===== config.mk =====
export PLATFORM = sky130hd
export DESIGN_NAME = fsp_div
export DESIGN_NICKNAME = d
export VERILOG_FILES = /design/src/rtl/fsp_pkg.sv /design/src/rtl/fsp_div.sv
export SDC_FILE = /design/constraint.sdc
export NUM_CORES = 1
export LEC_CHECK = 0
export ABC_AREA = 1
export BUFFER_PORTS_ARGS = -buffer_cell sky130_fd_sc_hd__clkbuf_2
export CAP_MARGIN = 20
export CORE_MARGIN = 2
export CORE_UTILIZATION = 53
export CTS_BUF_LIST = sky130_fd_sc_hd__clkbuf_16
export DETAILED_ROUTE_END_ITERATION = 12
export MAX_ROUTING_LAYER = met4
export PLACE_DENSITY = 0.86
export REMOVE_ABC_BUFFERS = 1
export SLEW_MARGIN = 20
export SYNTH_ARGS = -nofsm -noshare
export SYNTH_HDL_FRONTEND = slang
export SYNTH_SLANG_ARGS = --single-unit

===== constraint.sdc =====
create_clock -name clk -period 2.3 [get_ports clk]
set_clock_uncertainty 0.1 [all_clocks]
set_input_delay 0 -clock clk [delete_from_list [all_inputs] [get_ports clk]]
set_output_delay 0 -clock clk [all_outputs]
set_load 0.02 [all_outputs]

===== src/rtl/fsp_pkg.sv =====
package fsp_pkg;

  localparam int MAX_SLOTS_DEF = 1024;

  localparam int ADDR_W  = 32;
  localparam int BYTES_W = 23;
  localparam int SLOT_W  = 13;
  localparam int ALIGN_W = 8;
  localparam int COUNT_W = 11;
  localparam int CFG_W   = 32;
  localparam int DIVD_W  = 32;

  localparam logic [1:0] OP_ALLOC = 2'd0;
  localparam logic [1:0] OP_FREE  = 2'd1;
  localparam logic [1:0] OP_CLEAR = 2'd2;

  localparam logic [1:0] CFG_REGION_BASE  = 2'd0;
  localparam logic [1:0] CFG_REGION_BYTES = 2'd1;
  localparam logic [1:0] CFG_SLOT_BYTES   = 2'd2;
  localparam logic [1:0] CFG_SLOT_ALIGN   = 2'd3;

  localparam logic [BYTES_W-1:0] USED_MAX  = '1;
  localparam logic [COUNT_W-1:0] COUNT_MAX = '1;

  typedef struct packed {
    logic [1:0]        op;
    logic [ADDR_W-1:0] release_address;
  } fsp_in_t;

  typedef struct packed {
    logic [ADDR_W-1:0]  slot_address;
    logic               granted;
    logic [BYTES_W-1:0] bytes_in_use;
    logic [COUNT_W-1:0] live_count;
  } fsp_out_t;

  typedef struct packed {
    logic              start;
    logic [DIVD_W-1:0] dividend;
    logic [SLOT_W-1:0] divisor;
  } fsp_div_req_t;

  typedef struct packed {
    logic              done;
    logic [DIVD_W-1:0] quotient;
    logic [SLOT_W-1:0] remainder;
  } fsp_div_res_t;

endpackage


===== src/rtl/fsp_div.sv =====
module fsp_div (
  input  logic                 clk,
  input  logic                 rst_n,
  input  fsp_pkg::fsp_div_req_t req,
  output fsp_pkg::fsp_div_res_t res
);

  localparam int CNT_W = $clog2(fsp_pkg::DIVD_W);

  logic [fsp_pkg::DIVD_W-1:0] quo_r, quo_nxt;
  logic [fsp_pkg::SLOT_W-1:0] rem_r, rem_nxt;
  logic [fsp_pkg::SLOT_W-1:0] div_r;
  logic [CNT_W-1:0]           cnt_r;
  logic                       run_r;
  logic                       done_r;
  logic [fsp_pkg::SLOT_W:0]   trial;
  logic                       ge;

  // one quotient bit per cycle, restoring
  always_comb begin
    trial   = {rem_r, quo_r[fsp_pkg::DIVD_W-1]};
    ge      = (trial >= {1'b0, div_r});
    rem_nxt = ge ? fsp_pkg::SLOT_W'(trial - {1'b0, div_r}) : trial[fsp_pkg::SLOT_W-1:0];
    quo_nxt = {quo_r[fsp_pkg::DIVD_W-2:0], ge};
  end

  always_ff @(posedge clk) begin
    if (!rst_n) begin
      run_r  <= 1'b0;
      done_r <= 1'b0;
      cnt_r  <= '0;
    end else begin
      done_r <= 1'b0;
      if (req.start) begin
        run_r <= 1'b1;
        cnt_r <= '0;
      end else if (run_r) begin
        cnt_r <= cnt_r + CNT_W'(1);
        if (cnt_r == CNT_W'(fsp_pkg::DIVD_W - 1)) begin
          run_r  <= 1'b0;
          done_r <= 1'b1;
        end
      end
    end
  end

  always_ff @(posedge clk) begin
    if (req.start) begin
      quo_r <= req.dividend;
      rem_r <= '0;
      div_r <= req.divisor;
    end else if (run_r) begin
      quo_r <= quo_nxt;
      rem_r <= rem_nxt;
    end
  end

  assign res.done      = done_r;
  assign res.quotient  = quo_r;
  assign res.remainder = rem_r;

endmodule


# --- Yosys cells after proc, flatten, opt, wreduce, memory -nomap -nowiden ---
# Index checks and enable logic that the tools add are counted.
totals:
  in_bits: 48
  word_cells: 22
  reg_bits: 65
  out_inout_bits: 46
classes:
  bitwise: 2
  eq_ne: 1
  n_reduce_logical: 3
  addsub: 2
  magnitude_cmp: 1
  n_mux: 7
ops:
  columns: ["operator", "n"]
  rows:
  - ["two-way mux 32 bit", 2]
  - [">= comparator 14 x 13 -> 1 bit", 1]
  - ["two-way mux 13 bit", 1]
  - ["subtractor 13 bit", 1]
  - ["adder 5 x 1 -> 5 bit (second input constant)", 1]
  - ["== test 5 bit (second input constant)", 1]
  - ["two-way mux 1 bit", 4]
  - ["OR reduction 3 bit", 1]
  - ["NOT 1 bit", 2]
  - ["nonzero test 2 bit", 1]
  - ["OR reduction 2 bit", 1]

# --- Longest topological paths before layout ---
depth:
  ltp_word: 4
  ltp_mapped: 14
  depth_no_buf: 13

# --- Least setup slack after synthesis ---
# Ideal clock, no wire load.
synth_timing:
  path_type: "reg2reg"
  startpoint: "reg quo_r[31] (netlist name)"
  endpoint: "reg quo_r[0] (netlist name) (data pin)"
  path_stages_with_launch: 14
  t_required_ns: 1.947
  period_less_slack_ns: 2.272
  arrival_ns: 1.919
  setup_slack_ns: 0.028
  n_path_buf: 1
  setup_ns: 0.253
  path_cell_list: "edfxtp_1 -> inv_1 -> ha_1 -> inv_1 -> fa_1 -> nand2_1 -> nand2_1 -> nand3_1 -> nand2_1 -> nand2_2 -> nand3_4 -> buf_12 -> nand2_1 -> nand2_1"
synth_via:
  elab_chain_len: 3
synth_rtl:
  columns: ["item", "line_no", "source"]
  rows:
  - ["start, declared", "fsp_div.sv:10", "logic [fsp_pkg::DIVD_W-1:0] quo_r, quo_nxt;"]
  - ["start signal, assigned", "fsp_div.sv:49", "quo_r <= req.dividend;"]
  - ["start signal, assigned", "fsp_div.sv:53", "quo_r <= quo_nxt;"]
  - [">= comparator 14 x 13 -> 1 bit", "fsp_div.sv:22", "ge = (trial >= {1'b0, div_r});"]
  - ["two-way mux 32 bit", "fsp_div.sv:52", "end else if (run_r) begin"]
  - ["two-way mux 32 bit", "fsp_div.sv:48", "if (req.start) begin"]
# Every way passes these cells. The select of a mux whose other input is x is not followed.
# A chain may end at the register's enable or synchronous reset.

# --- Final worst setup path ---
layout_timing:
  startpoint: "reg quo_r[31] (netlist name)"
  endpoint: "reg rem_r[9] (netlist name)"
layout_via:
  elab_chain_len: 2
  elab_cells_between_ends: 3
  classes_between: "add/sub (1); order compare (1); mux (1)"
layout_rtl:
  columns: ["item", "line_no", "source"]
  rows:
  - ["subtractor 13 bit / >= comparator 14 x 13 -> 1 bit (equally long branches)", "fsp_div.sv:23, fsp_div.sv:22", null]
  - ["two-way mux 13 bit *", "fsp_div.sv:23", "rem_nxt = ge ? fsp_pkg::SLOT_W'(trial - {1'b0, div_r}) : trial[fsp_pkg::SLOT_W-1:0];"]
  - ["end signal, assigned", "fsp_div.sv:54", "rem_r <= rem_nxt;"]
  - ["end, declared", "fsp_div.sv:11", "logic [fsp_pkg::SLOT_W-1:0] rem_r, rem_nxt;"]
# Mark *: on every way between the ends. The rest lies on a longest branch, timed or not.

==> metrics.yaml <==
met2_usage_pct: 48.9
grt_use_met1_pct: 35.1
final_cell_mix: "nand2_1, clkbuf_2, inv_1"
path_class: "flip-flop to flip-flop"
dp.cells: 617
max_cap_viol_count: 0
final.period_utilization_pct: 93.8
grt_pass1_vias: 3537
hold_viol: 0
syn_inst: 451
clkSinkCount: 65
clk_latency_ns: 0.32
finalWorstPathRequiredPeriod_ns: 2.16
busiest_layer: "met2"
grt_max_degree: 48
yosysSeqAreaShare_pct: 48.1
syn2layout_area_growth_pct: 37.0
drv_slew: 0
drtIter0Drc: 239
cts_tree: "built"
crit_required_ns: 2.47
ys_types: 31
pwr-share-comb_pct: 15.4
power_density_nw_per_um2: 676
stdcell_area_um2: 4980
finalPower_mw: 3.37
routabilityCongestion: 0.926
post-place-ws_ns: 0.138
clockRootBuffer: "clkbuf_16"
routed_wl_um: 10000
tightest_slew_ns: 0.975
port_buffers: 93
switching_share_pct: 25.8
synth_seq_cells: 65
arrival_ns: 2.32
grt_util_met3_pct: 5.97
crit_path_start: "quo_r[31]"
detail-route-antenna-nets: 0
initial_core_util_pct: 54.2
min_from: "req[45]"
nets: 661
cts_max_level: 3
post_drt_wl_per_cell_um: 14.7
crit_path_max_fanout: 9
post-route-drc-count: 0
finalNonFillerCells: 682
syn_area_um2: 3640
dp_hpwl_um: 5830
cts_buffer_depth: 2
peakVddDrop_v: 0.000454
mostFrequentLayoutCell: "nand2_1"
grtUsageTotal_pct: 29.2
seq_power_share_pct: 41.8
place_area_um2: 4180
hp-class: "primary input to flip-flop"
num_vias: 3580
p_leak_nw: 2.59
power.switching_mw: 0.870
pwr-share-clk_pct: 42.7
status: "complete, no violations"
worstSetupStartpointType: "flip-flop"
numCtsBuffers: 9
die_w_um: 86.9
final.setup.worst_slack_ns: 0.142
setup_violations: 0
rsz0062_at_grt: "yes"
dieArea_um2: 7540
num_antenna_cells: 0
drive_gt1_share_pct: 24.1
antenna_found_initial: 0
p_int_mw: 2.50
rows: 30
cts.clk_slew.worst_paths_ns: 0.06
via_per_inst: 5.25
first_pass_iters: 5
max_slew_margin_pct: 35.0
fp.coreArea_um2: 6720
yosysWarnings: 0
overflow: 0
max_clock_freq_ghz: 0.463
grt_pass1_wl_um: 16400
dieHeight_um: 86.9
end_kind: "flip-flop"
reg2reg_from: "quo_r[31]"
pin_count: 94
syn_area_per_cell_um2: 8.07
-- flip-flops by register name (all words and copies together) (netlist names) --
name and flops:
quo_r 32, div_r 13, rem_r 13, cnt_r 5
done_r 1, run_r 1
-- worst max-delay path: stages, from the launching register on --
cell	delay, ns
edfxtp_1	0.37
inv_1	0.09
ha_1	0.14
inv_1	0.07
fa_1	0.39
nand2_1	0.08
nand2_1	0.05
nand3_1	0.06
nand2_1	0.09
nand2_2	0.11
nand3_4	0.14
buf_6	0.18
nand3_2	0.06
nand3_1	0.07
nand2_1	0.08
-- area by class of cell --
type                            instances  area (µm²)
Multi-Input combinational cell        303        1540
Sequential cell                        65        1750
Clock buffer                            9         225
Fill cell                             424        1740
Tap cell                               80         100
Inverter                               68         255
Clock inverter                          7        87.6
Timing Repair Buffer                  150        1020
-- per-stage QoR --
step	utilization, %	hold WS, ns	setup TNS [ns]
after global placement	62.2	0.0786	0
after global routing	74.2	0.109	-0.00375
after CTS	73.7	0.0753	0
final	74.2	0.0818	0
after floorplan	-	-0.00113	-0.0498
after detailed placement	62.2	0.0786	0
-- power by group through the flow --
stage | registers, mW | clock network [mW] | logic [mW]
6_report | 1.41 | 1.44 | 0.520
5_1_grt | 1.42 | 1.52 | 0.566
4_1_cts | 1.40 | 1.45 | 0.505
3_5_place_dp | 1.42 | 0 | 0.443
3_3_place_gp | 1.42 | 0 | 0.432
2_1_floorplan | 1.49 | 0 | 0.199
-- final timing paths --
kind               end  slack [ns]  cells after the start
min reg2reg   cnt_r[2]        0.36                      1
max reg2reg   rem_r[9]        0.14                     14
min          rem_r[11]        0.08                      4
max           rem_r[9]        0.14                     14
-- logic make-up (layout without fill, tap and decap cells) --
logic type      count (synthesis)  after routing  synth area share (%)
fa+ha+maj                      16             16                  5.71
xor+xnor                        5              5                  1.20
compound gates                 19             19                  3.20
buf+inv                        83            234                  9.42
flops                          65             65                  48.1
simple gates                  263            263                  32.3
-- cell usage after synthesis --
cell / n / share of area (%)
buf_2: 3 / 0.41
nand4_1: 17 / 2.9
nand2_2: 8 / 1.4
o21ai_0: 7 / 0.96
a21o_1: 1 / 0.21
fa_1: 1 / 0.55
nor2_2: 2 / 0.34
dfxtp_1: 20 / 11
edfxtp_1: 45 / 37
and3_1: 1 / 0.17
buf_12: 1 / 0.55
inv_2: 3 / 0.31
a21oi_1: 6 / 0.83
nand3_4: 1 / 0.48
o21ai_2: 1 / 0.24
nand2_1: 182 / 19
inv_1: 65 / 6.7
a31oi_1: 1 / 0.17
ha_1: 15 / 5.2
nand4_2: 1 / 0.34
nand3_2: 8 / 2.2
nor2_4: 2 / 0.62
buf_4: 3 / 0.62
clkbuf_1: 8 / 0.83
o21ai_1: 1 / 0.14
xnor2_1: 3 / 0.72
a21oi_4: 1 / 0.45
xor2_1: 2 / 0.48
nor2_1: 16 / 1.7
a211oi_1: 1 / 0.21
nand3_1: 25 / 3.4
-- what timing repair did --
| item | in CTS | in global routing |
|---|---|---|
| hold buffers | 46 | 0 |
| hold endpoints to repair | 51 | 0 |
| endpoints found under the setup margin | 0 | 9 |
| buffers inserted | 0 | 3 |
| gates resized for setup | 0 | 3 |
-- layer usage --
| layer | vias to the layer above | wire length, µm | share of wire (%) |
|---|---|---|---|
| met5 | - | 0 | 0 |
| met3 | 29 | 786 | 7.9 |
| met4 | 0 | 244 | 2.4 |
| li1 | 1727 | - | - |
| met1 | 1638 | 4010 | 40 |
| met2 | 186 | 4960 | 50 |
Power figures use the tool's default switching activity.
